--- config.mk ---
export PLATFORM = sky130hd
export DESIGN_NAME = button_click_classifier_unit
export DESIGN_NICKNAME = d
export VERILOG_FILES = /design/src/sv/bcc_pkg.sv /design/src/sv/bcc_core.sv /design/src/sv/button_click_classifier_unit.sv
export SDC_FILE = /design/constraint.sdc
export NUM_CORES = 1
export LEC_CHECK = 0
export BUFFER_PORTS_ARGS = -buffer_cell sky130_fd_sc_hd__buf_2
export CORE_ASPECT_RATIO = 0.9
export CORE_MARGIN = 1
export CORE_UTILIZATION = 61
export DETAILED_ROUTE_END_ITERATION = 10
export PLACE_DENSITY = 0.81
export SETUP_SLACK_MARGIN = 0.1
export SKIP_LAST_GASP = 1
export SYNTH_ARGS = -nofsm -noshare
export SYNTH_HDL_FRONTEND = slang
export SYNTH_HIERARCHICAL = 1
export SYNTH_SLANG_ARGS = --single-unit
--- constraint.sdc ---
create_clock -name clk -period 5.46 [get_ports clk]
set_input_delay 1.092 -clock clk [delete_from_list [all_inputs] [get_ports clk]]
set_output_delay 1.092 -clock clk [all_outputs]
set_load 0.1 [all_outputs]
--- src/sv/bcc_pkg.sv ---
// Shared constants, codes and types for the button click classifier.
`timescale 1ns / 1ps
`default_nettype none

package bcc_pkg;

  localparam int FIELD_W        = 16;
  localparam int EV_W           = 3;
  localparam int ST_W           = 3;
  localparam int CFG_IDX_W      = 3;
  localparam int PORT_WIDTH_DEF = 16;

  localparam logic [FIELD_W-1:0] CNT_MAX = 16'hFFFF;

  // Classifier states
  localparam logic [ST_W-1:0] ST_IDLE    = 3'd0;
  localparam logic [ST_W-1:0] ST_PRESS   = 3'd1;
  localparam logic [ST_W-1:0] ST_RELEASE = 3'd2;
  localparam logic [ST_W-1:0] ST_DOUBLE  = 3'd3;
  localparam logic [ST_W-1:0] ST_LONG    = 3'd4;

  // Event codes
  localparam logic [EV_W-1:0] EV_NONE   = 3'd0;
  localparam logic [EV_W-1:0] EV_DOWN   = 3'd1;
  localparam logic [EV_W-1:0] EV_UP     = 3'd2;
  localparam logic [EV_W-1:0] EV_SHORT  = 3'd3;
  localparam logic [EV_W-1:0] EV_DOUBLE = 3'd4;
  localparam logic [EV_W-1:0] EV_LONG   = 3'd5;
  localparam logic [EV_W-1:0] EV_REPEAT = 3'd6;

  // Register indexes
  localparam logic [CFG_IDX_W-1:0] CFG_KEY_MASK   = 3'd0;
  localparam logic [CFG_IDX_W-1:0] CFG_SHORT      = 3'd1;
  localparam logic [CFG_IDX_W-1:0] CFG_LONG       = 3'd2;
  localparam logic [CFG_IDX_W-1:0] CFG_DOUBLE_GAP = 3'd3;
  localparam logic [CFG_IDX_W-1:0] CFG_REPEAT     = 3'd4;

  // Register reset values
  localparam logic [FIELD_W-1:0] RST_KEY_MASK   = 16'd1;
  localparam logic [FIELD_W-1:0] RST_SHORT      = 16'd3;
  localparam logic [FIELD_W-1:0] RST_LONG       = 16'd100;
  localparam logic [FIELD_W-1:0] RST_DOUBLE_GAP = 16'd30;
  localparam logic [FIELD_W-1:0] RST_REPEAT     = 16'd20;

  typedef struct packed {
    logic [FIELD_W-1:0] key_mask;
    logic [FIELD_W-1:0] short_ticks;
    logic [FIELD_W-1:0] long_ticks;
    logic [FIELD_W-1:0] double_gap_ticks;
    logic [FIELD_W-1:0] repeat_ticks;
  } bcc_cfg_t;

endpackage

`default_nettype wire

--- src/sv/bcc_core.sv ---
// Next-state and event logic of the click classifier for one scan tick.
`timescale 1ns / 1ps
`default_nettype none

module bcc_core
  import bcc_pkg::*;
(
  input  bcc_cfg_t           cfg,
  input  logic [FIELD_W-1:0] pressed,
  input  logic [FIELD_W-1:0] prev_pressed,
  input  logic [ST_W-1:0]    state,
  input  logic [FIELD_W-1:0] hold_count,
  output logic [EV_W-1:0]    event_code,
  output logic [ST_W-1:0]    state_nxt,
  output logic [FIELD_W-1:0] hold_count_nxt
);

  logic               w_rise;
  logic               w_fall;
  logic               w_held;
  logic [FIELD_W-1:0] cnt_inc;

  assign w_rise = |(cfg.key_mask & pressed & ~prev_pressed);
  assign w_fall = |(cfg.key_mask & ~pressed & prev_pressed);
  assign w_held = |(cfg.key_mask & pressed);

  // Saturate rather than wrap
  assign cnt_inc = (hold_count != CNT_MAX) ? hold_count + 16'd1 : hold_count;

  always_comb begin
    event_code     = EV_NONE;
    state_nxt      = state;
    hold_count_nxt = hold_count;
    unique case (state)
      ST_IDLE: begin
        if (w_rise) begin
          event_code     = EV_DOWN;
          state_nxt      = ST_PRESS;
          hold_count_nxt = '0;
        end
      end
      ST_PRESS: begin
        if (w_held) begin
          hold_count_nxt = cnt_inc;
          if (cnt_inc >= cfg.long_ticks) begin
            event_code     = EV_LONG;
            state_nxt      = ST_LONG;
            hold_count_nxt = '0;
          end
        end else begin
          event_code = EV_UP;
          if (hold_count < cfg.short_ticks) begin
            state_nxt = ST_IDLE;
          end else begin
            state_nxt      = ST_RELEASE;
            hold_count_nxt = '0;
          end
        end
      end
      ST_RELEASE: begin
        if (w_rise) begin
          event_code = EV_DOUBLE;
          state_nxt  = ST_DOUBLE;
        end else begin
          hold_count_nxt = cnt_inc;
          if (cnt_inc > cfg.double_gap_ticks) begin
            event_code = EV_SHORT;
            state_nxt  = ST_IDLE;
          end
        end
      end
      ST_DOUBLE: begin
        if (w_fall) begin
          event_code = EV_UP;
          state_nxt  = ST_IDLE;
        end
      end
      ST_LONG: begin
        if (w_fall) begin
          event_code = EV_UP;
          state_nxt  = ST_IDLE;
        end else begin
          hold_count_nxt = cnt_inc;
          if (cnt_inc >= cfg.repeat_ticks) begin
            event_code     = EV_REPEAT;
            hold_count_nxt = '0;
          end
        end
      end
      default: begin
        state_nxt = ST_IDLE;
      end
    endcase
  end

endmodule

`default_nettype wire

--- src/sv/button_click_classifier_unit.sv ---
// Top level of the button click classifier: handshakes, registers and state.
`timescale 1ns / 1ps
`default_nettype none

// One word per scan tick goes in and one result word comes out for each. A
// word is registered on entry, classified by a single pass through the
// compare-and-count logic as it moves into the output register, and held
// there until taken; a new word is taken every cycle while the output is
// free or draining. The configuration port is always ready and should
// be written only while no word is in flight.
module button_click_classifier_unit
  import bcc_pkg::*;
#(
  parameter int PORT_WIDTH = PORT_WIDTH_DEF
) (
  input  wire logic                 clk,
  input  wire logic                 rst_n,
  input  wire logic                 in_valid,
  output logic                      in_stall,
  input  wire logic [FIELD_W-1:0]   in_port_levels,
  output logic                      out_valid,
  input  wire logic                 out_stall,
  output logic [EV_W-1:0]           out_event_res,
  output logic [FIELD_W-1:0]        out_pressed_mask,
  input  wire logic                 cfg_valid,
  output logic                      cfg_ready,
  input  wire logic [CFG_IDX_W-1:0] cfg_index,
  input  wire logic [FIELD_W-1:0]   cfg_data
);

  localparam int ACT_W = (PORT_WIDTH < FIELD_W) ? PORT_WIDTH : FIELD_W;

  bcc_cfg_t cfg_r;

  logic               s1_valid_r;
  logic [FIELD_W-1:0] s1_levels_r;
  logic               s1_adv;

  logic [ACT_W-1:0]   prev_pressed_r;
  logic [ST_W-1:0]    state_r;
  logic [FIELD_W-1:0] hold_count_r;

  logic               out_valid_r;
  logic [EV_W-1:0]    out_event_r;
  logic [FIELD_W-1:0] out_pressed_r;

  logic [ACT_W-1:0]   pressed_act;
  logic [FIELD_W-1:0] pressed;
  logic [FIELD_W-1:0] prev_pressed;
  logic [EV_W-1:0]    event_nxt;
  logic [ST_W-1:0]    state_nxt;
  logic [FIELD_W-1:0] hold_count_nxt;

  assign cfg_ready = 1'b1;

  always_ff @(posedge clk) begin
    if (!rst_n) begin
      cfg_r.key_mask         <= RST_KEY_MASK;
      cfg_r.short_ticks      <= RST_SHORT;
      cfg_r.long_ticks       <= RST_LONG;
      cfg_r.double_gap_ticks <= RST_DOUBLE_GAP;
      cfg_r.repeat_ticks     <= RST_REPEAT;
    end else if (cfg_valid) begin
      unique case (cfg_index)
        CFG_KEY_MASK:   cfg_r.key_mask         <= cfg_data;
        CFG_SHORT:      cfg_r.short_ticks      <= cfg_data;
        CFG_LONG:       cfg_r.long_ticks       <= cfg_data;
        CFG_DOUBLE_GAP: cfg_r.double_gap_ticks <= cfg_data;
        CFG_REPEAT:     cfg_r.repeat_ticks     <= cfg_data;
        default: ;
      endcase
    end
  end

  // Advance the input stage whenever the output register is free or draining
  assign s1_adv   = !out_valid_r || !out_stall;
  assign in_stall = s1_valid_r && !s1_adv;

  always_ff @(posedge clk) begin
    if (!rst_n) begin
      s1_valid_r <= 1'b0;
    end else if (!in_stall) begin
      s1_valid_r <= in_valid;
    end
  end

  always_ff @(posedge clk) begin
    if (in_valid && !in_stall) begin
      s1_levels_r <= in_port_levels;
    end
  end

  assign pressed_act  = ~s1_levels_r[ACT_W-1:0];
  assign pressed      = FIELD_W'(pressed_act);
  assign prev_pressed = FIELD_W'(prev_pressed_r);

  bcc_core u_core (
    .cfg            (cfg_r),
    .pressed        (pressed),
    .prev_pressed   (prev_pressed),
    .state          (state_r),
    .hold_count     (hold_count_r),
    .event_code     (event_nxt),
    .state_nxt      (state_nxt),
    .hold_count_nxt (hold_count_nxt)
  );

  always_ff @(posedge clk) begin
    if (!rst_n) begin
      prev_pressed_r <= '0;
      state_r        <= ST_IDLE;
      hold_count_r   <= '0;
      out_valid_r    <= 1'b0;
    end else if (s1_adv) begin
      out_valid_r <= s1_valid_r;
      if (s1_valid_r) begin
        prev_pressed_r <= pressed_act;
        state_r        <= state_nxt;
        hold_count_r   <= hold_count_nxt;
      end
    end
  end

  always_ff @(posedge clk) begin
    if (s1_adv && s1_valid_r) begin
      out_event_r   <= event_nxt;
      out_pressed_r <= pressed;
    end
  end

  assign out_valid        = out_valid_r;
  assign out_event_res    = out_event_r;
  assign out_pressed_mask = out_pressed_r;

endmodule

`default_nettype wire

==> out/qor.yml, run 1 <==
clock_tree:
  numCtsBuffers: 17
  tritoncts_clock_tree: "yes"
  clk_path_buf_depth: 2
  cts_setup_buffers: 0
  cts_num_sinks: 152
  worst_skew_pair.late_latency_ns: 0.44
  holdBufCountCts: 0
  clock_tree_root: "clkbuf_16"
  cts.clk_slew.worst_paths_ns: 0.06
  cts.htree.levels: 4
  cts-resized-gates: 0
placed_design:
  placement.setup.worst_slack_ns: 0.674
  gp_congestion: 0.927
  numPortBuffers: 60
  place_hpwl_um: 15500
synthesis:
  synth_top_area_cell: "dfxtp_1"
  netlist_instances: 952
  synth_largest_type_area_fraction_pct: 27.1
  post_synth_instance_area_mm2: 0.00865
  synth-warning-count: 6
  number_of_nets_in_the_synthesized_netlist: 1053
  synthTopCellsByCount: "nand2_1, dfxtp_1, mux2i_1, inv_1, ha_1"
  synthArstFlopShare_pct: 0
  number_of_synthesized_flops_with_an_enable_pin: 35
  synth.most_common_cell: "nand2_1"
  yosysSeqAreaShare_pct: 39.2
  synth.ff_latch_count: 152
  yosys-top-cells-area: "dfxtp_1, mux2i_1, edfxtp_1, ha_1, nand2_1"
  syn_area_per_cell_um2: 9.08
  number_of_library_cell_types_mapped_by_synthesis: 70
  ys.flop_type: "dfxtp_1"
timing:
  setup_slack_ns: 0.538
  timing.final.crit_share_pct: 90.1
  final_period_minus_worst_setup_slack_ns: 4.92
  grt_setup_unrepaired: "no"
  finalHoldViolCount: 0
  worst_pin_slew_ns: 1.00
  holdWs_ns: 0.458
  finClkSkew_ns: 0.00762
  setup_viol: 0
  timing.final.max_slew_violations: 0
  setup-tns-final_ns: 0
  fmax_mhz: 203
  relSlewSlack_pct: 33.1
die:
  fp.dieW_um: 127
  std_cell_rows: 40
  floorplan.die_area_mm2: 0.0147
  die_h_um: 115
  boundaryPins: 62
  initial_utilization_pct: 63.7
  core_mm2: 0.0136
worst_setup_path:
  timing.setup.critical_path_class: "reg -> reg"
  critical_path.endpoint_type: "flip-flop"
  worstSetupStartpointType: "flip-flop"
  worst_ep_arrival_time_ns: 5.28
  worstReg2RegStart: "hold_count_r[0]$_SDFFE_PN0P_"
  timing.critical_path.fanout_max: 13
  critPathRequiredTime_ns: 5.82
  ff_to_ff_path_depth: 18
  crit_path_start: "hold_count_r[0]$_SDFFE_PN0P_"
hold_path:
  worstHoldPathType: "reg -> reg"
  min_from: "cfg_r[11]$_SDFFE_PN0P_"
  whs_path_depth: 2
route:
  met2_wirelength_um: 9170
  antenna_left: 0
  wl_per_cell_um: 18.1
  detailroute.wirelength.met3_um: 1750
  top_signal_layer_used: "met4"
  vias_per_cell: 5.90
  drcViolationCount: 0
  finalWirelength_um: 21700
  met1_length_um: 10200
  dr.first_iter.drc_count: 831
  iteration_count_of_the_initial_detailed_routing_pass: 5
  route.vias.total: 7086
power:
  swShare_pct: 26.9
  p_total_mw: 2.67
  share_comb_of_total_power_pct: 10.2
  p_seq_share_pct: 45.2
  leakagePower_nw: 4.19
  clockPowerShare_pct: 44.6
  power.internal_mw: 1.95
  switching_power_mw: 0.718
  peakVddDrop_mv: 0.225
  power_density_mw_per_mm2: 276
final_layout:
  final_core_util_pct: 71.4
  n_antenna_cell: 0
  multi_input_comb_area_mm2: 0.00476
  nets: 1101
  final_layout_size_suffix_gt1_share_pct: 11.5
  filler_cell_count: 1006
  area.sequential_mm2: 0.00339
  area.growth.synth_to_final_pct: 12.1
run_status:
  status: "finished, final reports clean"
global_route:
  number_of_global_route_vias_before_repair: 6652
  pin_count_of_the_biggest_net_entering_global_routing: 111
  gr-usage-all-layers_pct: 31.5
  grt_first_pass_wirelength_um: 35100
  grt_antenna_before_repair: 0
  grt-ovfl-total: 0
job:
  max_cap_viol_count: 0
[layout make-up]
cell class | count | share of cell area (%)
repair buffers | 74 | 4.21
flip-flops and latches | 152 | 35.0
well taps | 189 | 2.44
multi-input cells | 674 | 49.1
clock inverters | 15 | 1.67
clock buffers | 17 | 4.39
inverters | 81 | 3.14
[layout by cell type, fill, tap and decap left out, types with 4 or more instances in the layout]
| cell | instances |
|---|---|
| a211oi_1 | 6 |
| a21o_1 | 8 |
| a21oi_1 | 26 |
| a22o_1 | 8 |
| a22oi_1 | 6 |
| and3_1 | 6 |
| buf_2 | 59 |
| buf_4 | 15 |
| clkbuf_16 | 17 |
| dfxtp_1 | 117 |
| edfxtp_1 | 35 |
| ha_1 | 61 |
| inv_1 | 79 |
| inv_6 | 5 |
| mux2i_1 | 117 |
| nand2_1 | 177 |
| nand2b_1 | 19 |
| nand3_1 | 18 |
| nand3b_1 | 29 |
| nand4_1 | 18 |
| nor2_1 | 25 |
| nor2b_1 | 29 |
| nor3_1 | 8 |
| o2111ai_1 | 7 |
| o211ai_1 | 7 |
| o21a_1 | 4 |
| o21ai_0 | 17 |
| o21ai_1 | 8 |
| xnor2_1 | 8 |
[power by group through the flow]
stage | Combinational (mW) | Sequential, mW | Clock [mW]
4_1_cts | 0.269 | 1.21 | 1.20
3_3_place_gp | 0.264 | 1.23 | 0
5_1_grt | 0.290 | 1.21 | 1.26
3_5_place_dp | 0.266 | 1.23 | 0
2_1_floorplan | 0.151 | 1.28 | 0
6_report | 0.272 | 1.21 | 1.19
[metrics by stage]
step / instance area (µm²) / cells
6_report: 9690 / 1202
5_1_grt: 9690 / 1202
4_1_cts: 9690 / 1202
3_5_place_dp: 9100 / 1170
3_3_place_gp: 9100 / 1170
2_1_floorplan: 8650 / 952
[worst paths after layout]
check	to	slack, ns
setup / recovery	hold_count_r[10]$_SDFFE_PN0P_	0.54
hold / removal	cfg_r[11]$_SDFFE_PN0P_	0.46
setup reg to reg	hold_count_r[10]$_SDFFE_PN0P_	0.54
hold reg to reg	cfg_r[11]$_SDFFE_PN0P_	0.46
[logic make-up after synthesis]
logic type               Yosys count  synth area share, %
flip-flops                       152                 39.2
other                              1               0.0434
AO/OA/AOI/OAI                    123                 9.90
adder cells (fa/ha/maj)           61                 8.83
XOR/XNOR                          11                 1.11
AND/OR/NAND/NOR                  361                 21.2
buffers and inverters            126                 6.16
multiplexers                     117                 13.5
[worst max-delay path, stage by stage, from the launching register on]
cell	delay [ns]
dfxtp_1	0.56
ha_1	0.28
nand3_2	0.15
or2_1	0.31
or2_1	0.33
nand3_1	0.14
xnor2_1	0.27
ha_1	0.34
a21oi_1	0.15
o21ai_1	0.10
a2111oi_1	0.47
o21ai_2	0.13
a2111oi_4	0.43
buf_4	0.24
and2_4	0.17
or2_1	0.33
a221o_1	0.22
nand2_1	0.05
mux2i_1	0.16
[routing by layer]
layer | track usage [%] | vias to the layer above
met5 | 0 | -
met1 | 45.4 | 3322
met3 | 7.07 | 46
met4 | 10.9 | 0
met2 | 46.6 | 290
li1 | - | 3428
[registers in the layout (all words and copies together), names as in the netlist]
signal	flops
hold_count_r	16
out_valid	1
s1_valid_r	1
prev_pressed	16
out_pressed_mask	16
state_r	3
s1_levels_r	16
out_event_res	3
cfg_r	80
(Power assumes the default switching activity.)
==> run 2, diff against run 1 <==
--- a/config.mk
+++ b/config.mk
@@ -9,11 +9,10 @@
 export CORE_ASPECT_RATIO = 0.9
 export CORE_MARGIN = 1
-export CORE_UTILIZATION = 61
+export CORE_UTILIZATION = 60
 export DETAILED_ROUTE_END_ITERATION = 10
-export PLACE_DENSITY = 0.81
+export PLACE_DENSITY = 0.8
 export SETUP_SLACK_MARGIN = 0.1
 export SKIP_LAST_GASP = 1
 export SYNTH_ARGS = -nofsm -noshare
 export SYNTH_HDL_FRONTEND = slang
-export SYNTH_HIERARCHICAL = 1
 export SYNTH_SLANG_ARGS = --single-unit
==> constraint.sdc (replaced) <==
create_clock -name clk -period 5.46 [get_ports clk]
set_input_delay 1.092 -clock clk [delete_from_list [all_inputs] [get_ports clk]]
set_output_delay 1.092 -clock clk [all_outputs]
set_load 0.005 [all_outputs]
==> out/qor.yml, run 2 <==
clock_tree:
  holdBufCountCts: 0
  clock_tree_root: "clkbuf_16"
  cts-resized-gates: 0
  cts.clk_slew.worst_paths_ns: 0.06
  tritoncts_clock_tree: "yes"
  clk_path_buf_depth: 2
  cts_setup_buffers: 0
  numCtsBuffers: 17
  worst_skew_pair.late_latency_ns: 0.43
  cts.htree.levels: 4
  cts_num_sinks: 152
worst_setup_path:
  worstSetupStartpointType: "flip-flop"
  critical_path.endpoint_type: "flip-flop"
  worstPathCellList: "ha_1 > nand4_1 > or4_1 > and2_1 > nand3_1 > nor3_1 > xor2_1 > ha_1 > nand2_1 > o21ai_0 > a2111oi_0 > o221a_2 > o311ai_4 > a31oi_4 > nand2b_1 > o22ai_2"
  worstReg2RegStart: "hold_count_r[0]$_SDFFE_PN0P_"
  critPathRequiredTime_ns: 5.81
  worst_ep_arrival_time_ns: 5.10
  worst_path_largest_cell_delay_ns: 0.57
  crit_path_start: "hold_count_r[0]$_SDFFE_PN0P_"
  crit_slowest_cell: "or4_1"
  timing.critical_path.fanout_max: 10
  cpMostUsedCell: "ha_1"
  timing.setup.critical_path_class: "reg -> reg"
timing:
  worst_pin_slew_ns: 1.18
  final_period_minus_worst_setup_slack_ns: 4.75
  holdWs_ns: 0.454
  relSlewSlack_pct: 21.2
  setup-tns-final_ns: 0
  finalHoldViolCount: 0
  timing.final.crit_share_pct: 87.0
  finClkSkew_ns: 0.00684
  fmax_mhz: 210
  setup_slack_ns: 0.708
  grt_setup_unrepaired: "no"
  setup_viol: 0
  timing.final.max_slew_violations: 0
power:
  leakagePower_nw: 3.51
  p_total_mw: 2.50
  power_density_mw_per_mm2: 284
  peakVddDrop_mv: 0.269
die:
  die_h_um: 110
  fp.dieW_um: 122
  core_mm2: 0.0127
  std_cell_rows: 39
  boundaryPins: 62
  floorplan.die_area_mm2: 0.0135
  initial_utilization_pct: 61.7
final_layout:
  n_antenna_cell: 0
  nets: 1074
  post-route-cell-area_mm2: 0.00878
  area.growth.synth_to_final_pct: 12.3
  final_common_cell: "nand2_1"
  most_frequent_cells_in_the_layout: "nand2_1, dfxtp_1, inv_1"
  max_flop_register: "cfg_r"
  filler_cell_count: 1062
  largest_register_ff_count: 80
  layoutNonFillerInstCount: 1150
  final_core_util_pct: 69.2
  final_layout_size_suffix_gt1_share_pct: 12.3
route:
  wl_per_cell_um: 16.8
  dr.first_iter.drc_count: 522
  route.vias.total: 6642
  drcViolationCount: 0
  vias_per_cell: 5.78
  antenna_left: 0
  finalWirelength_um: 19300
  iteration_count_of_the_initial_detailed_routing_pass: 7
run_status:
  status: "finished, final reports clean"
synthesis:
  synth-warning-count: 0
  number_of_synthesized_flops_with_an_enable_pin: 35
  synth_largest_type_area_fraction_pct: 29.9
  synthArstFlopShare_pct: 0
  synthTopCellsByCount: "nand2_1, dfxtp_1, inv_1, a21oi_1, ha_1"
  post_synth_instance_area_mm2: 0.00782
  yosysSeqAreaShare_pct: 43.4
  netlist_instances: 924
  ys.flop_type: "dfxtp_1"
  synth.ff_latch_count: 152
  yosys-top-cells-area: "dfxtp_1, edfxtp_1, ha_1, nand2_1, a21oi_1"
  synth.most_common_cell: "nand2_1"
  number_of_library_cell_types_mapped_by_synthesis: 64
  synth_top_area_cell: "dfxtp_1"
  number_of_nets_in_the_synthesized_netlist: 1025
  syn_area_per_cell_um2: 8.47
placed_design:
  place_hpwl_um: 13800
  dp_cells: 1118
  numPortBuffers: 60
  gp_congestion: 0.907
  postPlaceCellArea_mm2: 0.00823
  placement.setup.worst_slack_ns: 0.753
job:
  max_cap_viol_count: 0
global_route:
  grt_first_pass_wirelength_um: 30700
  pin_count_of_the_biggest_net_entering_global_routing: 96
  gr-usage-all-layers_pct: 30.2
  number_of_global_route_vias_before_repair: 5946
  grt_antenna_before_repair: 0
  grt-ovfl-total: 0
hold_path:
  min_from: "cfg_r[7]$_SDFFE_PN0P_"
  worstHoldPathType: "reg -> reg"
run 2: power by group:
| group | switching, mW | internal [mW] |
|---|---|---|
| clock network | 0.482 | 0.624 |
| logic | 0.112 | 0.0631 |
| registers | 0.0265 | 1.19 |
| total | 0.621 | 1.88 |
run 2: cell families (layout without fill, tap and decap cells):
kind of cell / after synthesis / count (layout) / share of synthesized area, %
AO/OA/AOI/OAI: 205 / 205 / 17.6
buffers and inverters: 133 / 195 / 6.56
adder cells (fa/ha/maj): 61 / 61 / 9.76
XOR/XNOR: 8 / 8 / 0.896
other: 1 / 1 / 0.0479
flip-flops: 152 / 152 / 43.4
AND/OR/NAND/NOR: 359 / 359 / 21.1
multiplexers: 5 / 5 / 0.656
run 2: critical path: cells and delay by family, from the launching register on:
family          cells  cell delay, ns
compound gates      6            1.65
xor+xnor            1            0.33
fa+ha+maj           2            0.56
flops               1            0.47
simple gates        7            1.64
run 2: area by class of cell:
| type | instances | area, µm² | share of cell area [%] |
|---|---|---|---|
| timing repair buffer | 65 | 338 | 3.85 |
| inverter | 98 | 368 | 4.19 |
| clock inverter | 15 | 125 | 1.42 |
| multi-input combinational | 639 | 3930 | 44.7 |
| tap | 164 | 205 | 2.34 |
| sequential | 152 | 3390 | 38.6 |
| clock buffer | 17 | 425 | 4.84 |
run 2: worst paths after layout:
path,to,slack [ns],cells past startpoint
max,hold_count_r[8]$_SDFFE_PN0P_,0.71,16
min,cfg_r[7]$_SDFFE_PN0P_,0.45,2
max reg2reg,hold_count_r[8]$_SDFFE_PN0P_,0.71,16
min reg2reg,cfg_r[7]$_SDFFE_PN0P_,0.45,2
run 2: metal layers:
layer | track usage, % | wire length [µm]
met5 | 0 | 0
met4 | 10.6 | 382
met3 | 5.14 | 1270
met2 | 45.9 | 8350
met1 | 43.3 | 9290
